==> src/sv/cqsi_pkg.sv <==
// shared types, constants and helpers for the segment interpolator
`default_nettype none
package cqsi_pkg;

  localparam int MAX_SAMPLES_DEF = 64;
  localparam int CFG_SAMPLES_W   = 7;
  localparam int CFG_IDX_W       = 8;
  localparam int CFG_DATA_W      = 8;
  localparam int POS_W           = 32;
  localparam int DUR_W           = 32;
  localparam int TIME_W          = 48;
  localparam int TAU_W           = 17;
  localparam int PW_W            = 25;
  localparam int MUL_W           = 34;
  localparam int PROD_W          = 2 * MUL_W;
  localparam int NUM_W           = 68;
  localparam int DEN_W           = 64;
  localparam int QUO_W           = 33;

  localparam logic [CFG_IDX_W-1:0] CFG_IDX_SAMPLES = 8'd0;
  localparam logic [CFG_IDX_W-1:0] CFG_IDX_KIND    = 8'd1;
  localparam logic                 KIND_CUBIC      = 1'b0;

  typedef enum logic [4:0] {
    ST_IDLE, ST_DSQ, ST_FIRST, ST_TDIV, ST_TWAIT, ST_TT, ST_P3, ST_P4, ST_P5,
    ST_POLY, ST_SD, ST_POS, ST_TD, ST_TIME, ST_VD, ST_VDIV, ST_VWAIT, ST_AD,
    ST_ADIV, ST_AWAIT, ST_EMIT, ST_DONE
  } ctrl_state_t;

  typedef enum logic [3:0] {
    MUL_NONE, MUL_TT, MUL_P3, MUL_P4, MUL_P5, MUL_SD, MUL_VD, MUL_AD, MUL_DD, MUL_TD
  } mul_op_t;

  typedef enum logic [1:0] {
    DIV_T, DIV_V, DIV_A
  } div_sel_t;

  typedef struct packed {
    logic     load_seg;
    mul_op_t  mul_op;
    logic     poly;
    logic     pos_ld;
    logic     time_ld;
    logic     t_zero;
    logic     rates_zero;
    logic     div_start;
    div_sel_t div_sel;
    logic     k_inc;
    logic     emit;
    logic     finish;
  } dp_cmd_t;

  typedef struct packed {
    logic emit_first;
    logic n_one;
    logic k_last;
    logic dur_zero;
    logic div_done;
    logic out_free;
  } dp_status_t;

  // saturate a signed magnitude to a 32-bit two's complement value
  function automatic logic signed [POS_W-1:0] sat_mag(input logic neg, input logic ovf,
                                                      input logic [QUO_W-1:0] q);
    logic signed [POS_W-1:0] r;
    if (neg) begin
      if (ovf || (q > 33'h080000000)) r = 32'sh80000000;
      else r = $signed((~q[POS_W-1:0]) + 32'd1);
    end else begin
      if (ovf || (q > 33'h07FFFFFFF)) r = 32'sh7FFFFFFF;
      else r = $signed(q[POS_W-1:0]);
    end
    return r;
  endfunction

endpackage
`default_nettype wire

==> src/sv/cqsi_ctrl.sv <==
// sequencer for the per-sample operations of the interpolator
`default_nettype none
module cqsi_ctrl (
  input  wire logic                 clk,
  input  wire logic                 rst,
  input  wire logic                 in_valid,
  output logic                      in_ready,
  output cqsi_pkg::dp_cmd_t         cmd,
  input  wire cqsi_pkg::dp_status_t st
);
  import cqsi_pkg::*;

  ctrl_state_t state, state_next;

  always_ff @(posedge clk) begin
    if (rst) state <= ST_IDLE;
    else state <= state_next;
  end

  always_comb begin
    state_next  = state;
    cmd         = '0;
    cmd.mul_op  = MUL_NONE;
    cmd.div_sel = DIV_T;
    in_ready    = 1'b0;
    unique case (state)
      ST_IDLE: begin
        in_ready = 1'b1;
        if (in_valid) begin
          cmd.load_seg = 1'b1;
          state_next   = ST_DSQ;
        end
      end
      ST_DSQ: begin
        cmd.mul_op = MUL_DD;
        state_next = ST_FIRST;
      end
      ST_FIRST: begin
        if (st.emit_first) state_next = ST_TDIV;
        else if (st.n_one) state_next = ST_DONE;
        else begin
          cmd.k_inc  = 1'b1;
          state_next = ST_TDIV;
        end
      end
      ST_TDIV: begin
        if (st.n_one) begin
          cmd.t_zero = 1'b1;
          state_next = ST_TT;
        end else begin
          cmd.div_start = 1'b1;
          cmd.div_sel   = DIV_T;
          state_next    = ST_TWAIT;
        end
      end
      ST_TWAIT: if (st.div_done) state_next = ST_TT;
      ST_TT:   begin cmd.mul_op = MUL_TT; state_next = ST_P3; end
      ST_P3:   begin cmd.mul_op = MUL_P3; state_next = ST_P4; end
      ST_P4:   begin cmd.mul_op = MUL_P4; state_next = ST_P5; end
      ST_P5:   begin cmd.mul_op = MUL_P5; state_next = ST_POLY; end
      ST_POLY: begin cmd.poly = 1'b1; state_next = ST_SD; end
      ST_SD:   begin cmd.mul_op = MUL_SD; state_next = ST_POS; end
      ST_POS:  begin cmd.pos_ld = 1'b1; state_next = ST_TD; end
      ST_TD:   begin cmd.mul_op = MUL_TD; state_next = ST_TIME; end
      ST_TIME: begin cmd.time_ld = 1'b1; state_next = ST_VD; end
      ST_VD:   begin cmd.mul_op = MUL_VD; state_next = ST_VDIV; end
      ST_VDIV: begin
        if (st.dur_zero) begin
          cmd.rates_zero = 1'b1;
          state_next     = ST_EMIT;
        end else begin
          cmd.div_start = 1'b1;
          cmd.div_sel   = DIV_V;
          state_next    = ST_VWAIT;
        end
      end
      ST_VWAIT: if (st.div_done) state_next = ST_AD;
      ST_AD:   begin cmd.mul_op = MUL_AD; state_next = ST_ADIV; end
      ST_ADIV: begin
        cmd.div_start = 1'b1;
        cmd.div_sel   = DIV_A;
        state_next    = ST_AWAIT;
      end
      ST_AWAIT: if (st.div_done) state_next = ST_EMIT;
      ST_EMIT: begin
        if (st.out_free) begin
          cmd.emit = 1'b1;
          if (st.k_last) state_next = ST_DONE;
          else begin
            cmd.k_inc  = 1'b1;
            state_next = ST_TDIV;
          end
        end
      end
      ST_DONE: begin
        cmd.finish = 1'b1;
        state_next = ST_IDLE;
      end
      default: state_next = ST_IDLE;
    endcase
  end

endmodule
`default_nettype wire

==> config.mk <==
export PLATFORM = sky130hd
export DESIGN_NAME = cqsi_ctrl
export DESIGN_NICKNAME = d
export VERILOG_FILES = /design/src/sv/cqsi_pkg.sv /design/src/sv/cqsi_ctrl.sv
export SDC_FILE = /design/constraint.sdc
export NUM_CORES = 1
export LEC_CHECK = 0
export BUFFER_PORTS_ARGS = -buffer_cell sky130_fd_sc_hd__buf_2
export CAP_MARGIN = 10
export CELL_PAD_IN_SITES_DETAIL_PLACEMENT = 1
export CELL_PAD_IN_SITES_GLOBAL_PLACEMENT = 1
export CORE_MARGIN = 4
export CORE_UTILIZATION = 25
export DETAILED_ROUTE_END_ITERATION = 8
export PLACE_DENSITY = 0.69
export SYNTH_ARGS = -nofsm -noshare
export SYNTH_HDL_FRONTEND = slang
export SYNTH_SLANG_ARGS = --single-unit
==> constraint.sdc <==
create_clock -name clk -period 1.5 [get_ports clk]
set_input_delay 0.375 -clock clk [delete_from_list [all_inputs] [get_ports clk]]
set_output_delay 0.375 -clock clk [all_outputs]
set_load 0.02 [all_outputs]
# After elaboration in Yosys (flattened, before gate mapping)
# Index checks and enable logic that the tools add are counted.
# word_totals
regBits,5
elab_cells,61
inputBits,9
output_inout_bits,17
# classes
muxes,32
eq_ne,26
n_reduce_logical,2
# ops
cell,count
$pmux 5 s21,1
$eq 5x4->1 const B,8
$mux 5,8
$pmux 4 s9,1
$eq 5x5->1 const B,6
$eq 5x3->1 const B,4
$mux 1,16
$eq 5x2->1 const B,2
$ne 2x2->1 const B,5
$mux 3,3
$pmux 3 s3,1
$eq 5x1->1 const B,1
$logic_not 5->1,1
$reduce_and 5->1,1
$mux 2,1
$pmux 1 s2,1

# Depth between registers and ports, before layout
# Gate-level depths: netlist of run 1.
# depth
ltp_word,3
depth_mapped,7
mapped_depth_nobuf,5

# Least setup slack after synthesis of run 1
# Ideal clock, no wire load.
# synth_timing
kind,flip-flop to output port
from,register state[0]
to,output port cmd[2] (netlist bit)
arrival_ns,1.773
path_buffers,2
setup_slack_ns,-0.648
required_ns,1.125
stages_incl_launch_ff,5
path_cell_list,dfxtp_1 -> buf_6 -> clkbuf_1 -> nor4_1 -> a22o_1
# synth_rtl
element,line_no,rtl
from (decl),cqsi_ctrl.sv:13,"ctrl_state_t state, state_next;"
from (signal assigned),cqsi_ctrl.sv:17,else state <= state_next;
to (decl),cqsi_ctrl.sv:8,"output cqsi_pkg::dp_cmd_t cmd,"

==> results of run 1 <==
[synthesized netlist by cell type (3+ instances only)]
master | number | area, sq um
nor3_1 | 8 | 40.0
inv_1 | 4 | 15.0
dfxtp_1 | 5 | 100
clkbuf_1 | 4 | 15.0
nand2_1 | 9 | 33.8
buf_6 | 3 | 33.8
nor2_1 | 16 | 60.1
o22ai_1 | 3 | 18.8
a211oi_1 | 4 | 30.0
a21oi_1 | 7 | 35.0
[power breakdown]
group          internal (mW)  switching (mW)
clock                  0.101          0.0582
combinational           1.08            1.12
sequential             0.207          0.0805
[final cells by class]
class / instances / area [sq um]
sequential: 5 / 114
tap: 30 / 37.5
fill: 314 / 1110
inverter: 4 / 17.5
clock buffer: 4 / 26.3
timing repair buffer: 67 / 538
multi-input combinational: 80 / 702
[logic make-up (layout without fill, tap and decap cells)]
group | after synthesis | in the layout | share of synthesized area, %
buffers and inverters | 14 | 75 | 11.4
XOR/XNOR | 1 | 1 | 1.28
AO/OA/AOI/OAI | 26 | 26 | 29.9
AND/OR/NAND/NOR | 53 | 53 | 42.8
flip-flops | 5 | 5 | 14.7
[critical path, stage by stage, from the launching register on]
cell     delay, ps
dfxtp_2        330
or4_4          550
nor2_4         100
and2_4         140
buf_6          100
[worst min-delay path by stage]
stage,from,end,slack (ps),depth (start not counted)
floorplan,rst,state[1]$_SDFFE_PP0P_,450,1
global placement,state[2]$_SDFFE_PP0P_,state[2]$_SDFFE_PP0P_,570,2
detailed placement,state[4]$_SDFFE_PP0P_,state[3]$_SDFFE_PP0P_,580,2
CTS,rst,state[1]$_SDFFE_PP0P_,360,2
global route,rst,state[1]$_SDFFE_PP0P_,380,2
finish,rst,state[1]$_SDFFE_PP0P_,380,2
[routing by layer]
layer,track usage (%),vias up
met2,35.8,22
met3,1.73,0
li1,-,482
met4,3.80,0
met5,0,-
met1,21.2,462
[what timing repair did]
| action | in CTS | in global routing |
|---|---|---|
| endpoints found under the hold margin | 0 | 0 |
| buffers inserted | 2 | 1 |
| hold buffers | 0 | 0 |
| resized for setup | 51 | 7 |
| pin swaps | 7 | 4 |
| setup endpoints to repair | 21 | 21 |
==> qor.txt, run 1 <==
grt total ovfl -> 0
CTS buffer count -> 3
CP required -> 1120 ps
ys async rst share -> 0%
worst setup path endpoint -> cmd[15]
clk buf depth -> 2
H-tree levels -> 1
Critical Path Start Type -> flip-flop
outcome -> finished, violations left
Worst IR Drop VDD -> 1210 uV
Final Hold Fails -> 0
Worst R2R Setup Slack -> -200 ps
Worst Path Arrival -> 1460 ps
num rows -> 18
most frequent cells in the layout -> 45 x buf_4, 12 x buf_6, 10 x nor2_1, 9 x buf_2, 6 x nand2_1
cells after synthesis -> 99
fin crit period -> 1830 ps
area of the die -> 0.00363 sq mm
Slew headroom -> 68.6%
Final Max Tran Viols -> 0
PnR worst setup slack -> -334 ps
first-pass GRT wire length -> 5090 um
Setup Skew -> 0.348 ps
kind of critical path -> reg -> out
Die X -> 60.2 um
Metal-1 WL -> 1250 um
CTS sink count -> 5
Synthesis Warnings -> 0
RSZ-0062 raised after global routing -> true
leakage -> 0.617 nW
I/O pins -> 26
Cells after DPL -> 184
drt drc -> 0
Post-DP Area -> 0.00121 sq mm
PortBufs -> 25
commonest non-fill, non-tap cell in the layout -> buf_4
Final Core Density -> 56.4%
metal2 WL -> 1620 um
Iter 0 DRT Violations -> 20
Max Cap Viol -> 0
register area share after synthesis -> 14.7%
Worst-Margin Slew -> 468 ps
FMAX -> 0.545 GHz
via density per instance -> 5.08
chip height -> 60.2 um
ANT cells -> 0
WL met3 -> 94 um
power per cell area -> 1840 mW/mm^2
number of synthesized flops with an enable pin -> 0
Avg Inst Size Synth -> 6.89 sq um
CTS tree -> done
Most flops, register -> state
post-synth cell types -> 37
Worst-path clk slew -> 50 ps
Setup Viol. Count Final -> 21
CP Launch Point -> state[4]$_SDFFE_PP0P_
Total Power -> 2.65 mW
DR pass1 iterations -> 4
antenna violations before repair -> 0
RD Place Congestion -> 0.857
Synth Flop Type -> dfxtp_1
setup TNS -> -4710 ps
final instance area -> 0.00144 sq mm
Area Growth Syn to Fin -> 110%
final wirelength -> 2960 um
failing checks -> negative setup slack
Setup crit end kind -> output port
FF+latch count, synth -> 5
number of nets in the layout -> 170
Hold Path Class -> in -> reg
reg2reg end -> state[0]$_SDFFE_PP0P_
global-route usage over all layers -> 18.4%
Place WS -> -207 ps
critical-path maximum fanout -> 4
Worst-Skew Late Latency -> 240 ps
post-route ant nets -> 0
DR WL/cell -> 15.6 um
Max Used Layer -> met3
Hold Worst Slack -> 385 ps
max reg flops -> 5
total number of vias -> 966
Syn Std Cell Area -> 682 sq um
worst-case reg-to-reg path depth -> 6
layout cells sized above 1 -> 71.3%
largest net degree at the start of global routing -> 9
Layout Cells excl Fill -> 190
clk root buf -> clkbuf_4
syn_nets -> 108
final worst path period share -> 122%
Reg-to-Reg Start -> state[2]$_SDFFE_PP0P_
largest registers -> state x5
DP Wirelength -> 2360 um
vias in the first global route -> 1106
Starting Density -> 26.8%
Core Box Area -> 0.00254 sq mm
Power figures use the tool's default switching activity.
==> inputs of run 2 (changes only) <==
--- a/config.mk
+++ b/config.mk
@@ -5,6 +5,7 @@
 export SDC_FILE = /design/constraint.sdc
 export NUM_CORES = 1
 export LEC_CHECK = 0
+export ABC_AREA = 1
 export BUFFER_PORTS_ARGS = -buffer_cell sky130_fd_sc_hd__buf_2
 export CAP_MARGIN = 10
 export CELL_PAD_IN_SITES_DETAIL_PLACEMENT = 1
@@ -12,7 +13,7 @@
 export CORE_MARGIN = 4
 export CORE_UTILIZATION = 25
 export DETAILED_ROUTE_END_ITERATION = 8
-export PLACE_DENSITY = 0.69
+export PLACE_DENSITY = 0.79
 export SYNTH_ARGS = -nofsm -noshare
 export SYNTH_HDL_FRONTEND = slang
 export SYNTH_SLANG_ARGS = --single-unit
==> qor.txt, run 2 <==
grt total ovfl -> 0
number of nets in the layout -> 222
CP required -> 1120 ps
FILL cells -> 367
Setup Skew -> 19.3 ps
CTS sink count -> 5
largest net degree at the start of global routing -> 7
RD Place Congestion -> 0.972
ANT cells -> 0
final worst path period share -> 119%
layout cells sized above 1 -> 64.6%
Switch Pwr -> 1.58 mW
global-route usage over all layers -> 22.6%
ys async rst share -> 0%
DR pass1 iterations -> 4
CTS tree -> done
Layout Cells excl Fill -> 243
Final Core Density -> 57.0%
crit path cell chain -> nand2_4, inv_4, nand2_2, nor2_4, inv_2, o221ai_2, buf_4
Synthesis Warnings -> 0
antenna violations before repair -> 0
setup TNS -> -4320 ps
leakage -> 0.862 nW
Die X -> 61.4 um
first-pass GRT wire length -> 6240 um
max reg flops -> 5
Slew headroom -> 85.2%
FF+latch count, synth -> 5
max incr delay on CP -> 430 ps
PnR worst setup slack -> -292 ps
Logic pwr share -> 83.2%
Syn Std Cell Area -> 713 sq um
Post-DP Area -> 0.00110 sq mm
register area share after synthesis -> 14.0%
Max Cap Viol -> 0
Most flops, register -> state
Synth Flop Type -> dfxtp_1
Hold Path Depth -> 2
Cells after DPL -> 223
post-route ant nets -> 0
Area Growth Syn to Fin -> 118%
Max Used Layer -> met4
Worst IR Drop VDD -> 1730 uV
cell family contributing the most delay on the critical path -> flip-flops
Worst Path Arrival -> 1420 ps
Critical Path Start Type -> flip-flop
Final Max Tran Viols -> 0
Reg power frac -> 10.9%
Core Box Area -> 0.00273 sq mm
worst-case reg-to-reg path depth -> 11
power per cell area -> 1960 mW/mm^2
DP Wirelength -> 2610 um
cells after synthesis -> 141
drt drc -> 0
Sw Ratio -> 52.0%
Worst-path clk slew -> 70 ps
slowest CP cell -> dfxtp_4
num rows -> 19
vias in the first global route -> 1284
Min-Delay Startpoint -> rst
Hold Path Class -> in -> reg
critical-path maximum fanout -> 5
total number of vias -> 1239
Yosys top cell area share -> 21.6%
reg2reg end -> state[4]$_SDFFE_PP0P_
metal2 WL -> 2300 um
area of the multi-input gates -> 716 sq um
CTS buffer count -> 3
failing checks -> negative setup slack
clk buf depth -> 2
fin crit period -> 1790 ps
via density per instance -> 5.10
largest area contributor in the netlist -> nand2_1
synth top area cells -> nand2_1 22%, nor2_1 15%, dfxtp_1 14%, inv_1 13%, nand3_1 6.3%
Clk pwr share -> 5.9%
H-tree levels -> 1
Final Hold Fails -> 0
Synth top cells by count -> 41 x nand2_1, 29 x nor2_1, 25 x inv_1
Iter 0 DRT Violations -> 51
Metal-1 WL -> 1800 um
DR WL/cell -> 18.1 um
WL met3 -> 178 um
PortBufs -> 25
Avg Inst Size Synth -> 5.06 sq um
final wirelength -> 4400 um
Int Power -> 1.46 mW
chip height -> 61.4 um
outcome -> finished, violations left
Worst-Margin Slew -> 220 ps
area of the die -> 0.00377 sq mm
RSZ-0062 raised after global routing -> true
hold_buf cts -> 0
register area -> 119 sq um
syn_nets -> 150
number of synthesized flops with an enable pin -> 0
Worst R2R Setup Slack -> -210 ps
Reg-to-Reg Start -> state[0]$_SDFFE_PP0P_
Setup crit end kind -> output port
Setup Viol. Count Final -> 21
clk root buf -> clkbuf_4
Total Power -> 3.05 mW
post-synth cell types -> 20
WP buf/inv -> 3
hold path endpoint -> state[1]$_SDFFE_PP0P_
FMAX -> 0.558 GHz
most frequent cells in the layout -> 41 x buf_4, 26 x nand2_1, 19 x nor2_1, 14 x buf_6
commonest non-fill, non-tap cell in the layout -> buf_4
cell with the most instances after synthesis -> nand2_1
kind of critical path -> reg -> out
largest registers -> state x5
Starting Density -> 26.1%
Worst-Skew Late Latency -> 260 ps
final instance area -> 0.00156 sq mm
I/O pins -> 26
run 2: cell count changes after synthesis, sizes merged, moves of 4 or more:
cell	before	now
nor2	17	34
a211oi	4	0
clkbuf	4	0
nand2b	4	0
nand2	9	44
buf	6	1
inv	4	26
nand4	0	5
nor3	9	1
nand3	2	11
o21ai	2	6
run 2: stage by stage:
step	setup slack [ps]	hold slack, ps
finish	-292	345
global route	-343	349
CTS	-204	342
detailed placement	-125	601
global placement	-35.5	613
floorplan	-46.6	444
run 2: metal layers:
metal | up-vias | global-route usage (%)
li1 | 582 | -
met1 | 604 | 26.6
met2 | 42 | 40.5
met3 | 11 | 5.45
met4 | 0 | 6.36
met5 | - | 0
run 2: kinds of logic after synthesis:
family	share of synthesized area, %
AND/OR/NAND/NOR	59.8
buffers and inverters	15.3
AO/OA/AOI/OAI	10.9
flip-flops	14.0
run 2: cell type report:
| type | count | area share [%] |
|---|---|---|
| Clock buffer | 4 | 1.69 |
| Multi-Input combinational cell | 109 | 45.9 |
| Timing Repair Buffer | 68 | 35.7 |
| Tap cell | 31 | 2.49 |
| Inverter | 26 | 6.59 |
| Sequential cell | 5 | 7.63 |
run 2: worst max-delay path by stage:
| stage | from | endpoint | slack, ps | cells past startpoint |
|---|---|---|---|---|
| global placement | state[0]$_SDFFE_PP0P_ | cmd[5] | -40 | 7 |
| finish | state[0]$_SDFFE_PP0P_ | cmd[5] | -290 | 7 |
| floorplan | state[0]$_SDFFE_PP0P_ | cmd[15] | -50 | 5 |
| detailed placement | state[1]$_SDFFE_PP0P_ | cmd[5] | -120 | 7 |
| global route | state[0]$_SDFFE_PP0P_ | cmd[5] | -340 | 7 |
| CTS | state[4]$_SDFFE_PP0P_ | cmd[12] | -200 | 6 |
run 2: repair_timing:
item | in CTS | in global routing
gates resized for setup | 75 | 33
setup buffers | 10 | 6
pin swaps | 17 | 15
endpoints found under the setup margin | 18 | 21
gates cloned | 0 | 0
run 2: power groups by stage:
stage	registers, mW	logic (mW)	clock network [mW]
floorplan	0.238	0.907	0
global placement	0.247	1.58	0
detailed placement	0.254	1.66	0
CTS	0.304	2.11	0.163
global route	0.343	2.70	0.190
finish	0.332	2.54	0.179
==> inputs of run 3 (changes only) <==
--- a/config.mk
+++ b/config.mk
@@ -13,7 +13,7 @@
 export CORE_MARGIN = 4
 export CORE_UTILIZATION = 25
 export DETAILED_ROUTE_END_ITERATION = 8
-export PLACE_DENSITY = 0.79
+export PLACE_DENSITY = 0.76
 export SYNTH_ARGS = -nofsm -noshare
 export SYNTH_HDL_FRONTEND = slang
 export SYNTH_SLANG_ARGS = --single-unit
==> constraint.sdc (replaced) <==
create_clock -name clk -period 1.7 [get_ports clk]
set_input_delay 0.425 -clock clk [delete_from_list [all_inputs] [get_ports clk]]
set_output_delay 0.425 -clock clk [all_outputs]
set_load 0.02 [all_outputs]
==> qor.txt, run 3 (synthesis gave the netlist of run 2 again) <==
outcome -> finished, violations left
failing checks -> negative setup slack
first-pass GRT wire length -> 5580 um
PnR worst setup slack -> -92.6 ps
max reg flops -> 5
Area Growth Syn to Fin -> 94.7%
Slew headroom -> 79.5%
vias in the first global route -> 1194
Most flops, register -> state
area of the die -> 0.00377 sq mm
total number of vias -> 1146
clk root buf -> clkbuf_4
most frequent cells in the layout -> 33 x nand2_1, 33 x buf_4, 18 x nor2_1, 14 x buf_6, 13 x inv_1
final wirelength -> 3710 um
CTS tree -> done
Reg-to-Reg Start -> state[0]$_SDFFE_PP0P_
fin crit period -> 1790 ps
DP Wirelength -> 2420 um
layout cells sized above 1 -> 56.5%
post-route ant nets -> 0
CP Launch Point -> state[2]$_SDFFE_PP0P_
final worst path period share -> 105%
DR WL/cell -> 16.1 um
final instance area -> 0.00139 sq mm
kind of critical path -> reg -> out
chip height -> 61.4 um
I/O pins -> 26
num rows -> 19
Worst Path Arrival -> 1370 ps
Final Max Tran Viols -> 0
setup TNS -> -427 ps
CTS buffer count -> 3
RSZ-0062 raised after global routing -> true
critical-path maximum fanout -> 6
Final Core Density -> 50.8%
clk buf depth -> 2
Total Power -> 2.31 mW
Final Hold Fails -> 0
Worst-path clk slew -> 40 ps
leakage -> 0.762 nW
Core Box Area -> 0.00273 sq mm
antenna violations before repair -> 0
Worst IR Drop VDD -> 1270 uV
global-route usage over all layers -> 19.9%
Max Cap Viol -> 0
FILL cells -> 365
Cells after DPL -> 204
via density per instance -> 4.96
Min-Delay Startpoint -> rst
power per cell area -> 1670 mW/mm^2
Worst-Margin Slew -> 304 ps
DR pass1 iterations -> 4
Setup Skew -> 2.12 ps
Iter 0 DRT Violations -> 26
Setup crit end kind -> output port
CP required -> 1270 ps
Worst-Skew Late Latency -> 240 ps
number of nets in the layout -> 210
RD Place Congestion -> 0.928
H-tree levels -> 1
grt total ovfl -> 0
largest net degree at the start of global routing -> 7
ANT cells -> 0
Post-DP Area -> 928 sq um
PortBufs -> 25
CTS sink count -> 5
Critical Path Start Type -> flip-flop
Starting Density -> 26.1%
drt drc -> 0
Layout Cells excl Fill -> 231
largest registers -> state x5
Hold Path Class -> in -> reg
Setup Viol. Count Final -> 6
FMAX -> 0.558 GHz
Die X -> 61.4 um
## run 3: final cells by class
cell class	instances	area, sq um	area share [%]
Inverter	26	103	7.39
Sequential cell	5	119	8.56
Multi-Input combinational cell	109	652	46.9
Timing Repair Buffer	56	450	32.4
Clock buffer	4	26.3	1.89
Tap cell	31	38.8	2.79
## run 3: final timing paths
kind                                 to  slack [ps]  cells after the start
setup / recovery                 cmd[5]         -90                      6
hold / removal    state[0]$_SDFFE_PP0P_         410                      2
setup reg to reg  state[4]$_SDFFE_PP0P_         130                     11
hold reg to reg   state[2]$_SDFFE_PP0P_         680                      5
## run 3: critical path: stages (launching register included)
cell and delay, ps:
dfxtp_4 360, nor2_4 170, inv_4 90, nor2_4 140, inv_1 60, o221ai_1 140
buf_4 170
## run 3: layer usage
layer | part of all wire, % | track usage, % | vias to the layer above
met3 | 3.8 | 3.56 | 8
met4 | 2.6 | 5.76 | 0
met1 | 40 | 24.1 | 544
li1 | - | - | 558
met2 | 54 | 35.8 | 36
met5 | 0 | 0 | -
## run 3: per-stage QoR
stage                     setup WS, ps  hold slack (ps)
after global routing              -162              417
after detailed placement         0.877              669
final                            -92.6              415
after CTS                        -50.9              407
after global placement            19.7              664
after floorplan                   22.6              494
## run 3: what timing repair did
item / 4_1_cts / 5_1_grt
pin swaps: 13 / 12
endpoints found under the setup margin: 15 / 17
hold buffers: 0 / 0
gates resized for setup: 52 / 41
setup buffers: 15 / 8
## run 3: where the power goes
group | internal (mW) | leakage (nW) | switching, mW
sequential | 0.184 | 0.0445 | 0.100
combinational | 0.836 | 0.703 | 1.05
clock | 0.0888 | 0.0150 | 0.0500
total | 1.11 | 0.762 | 1.20
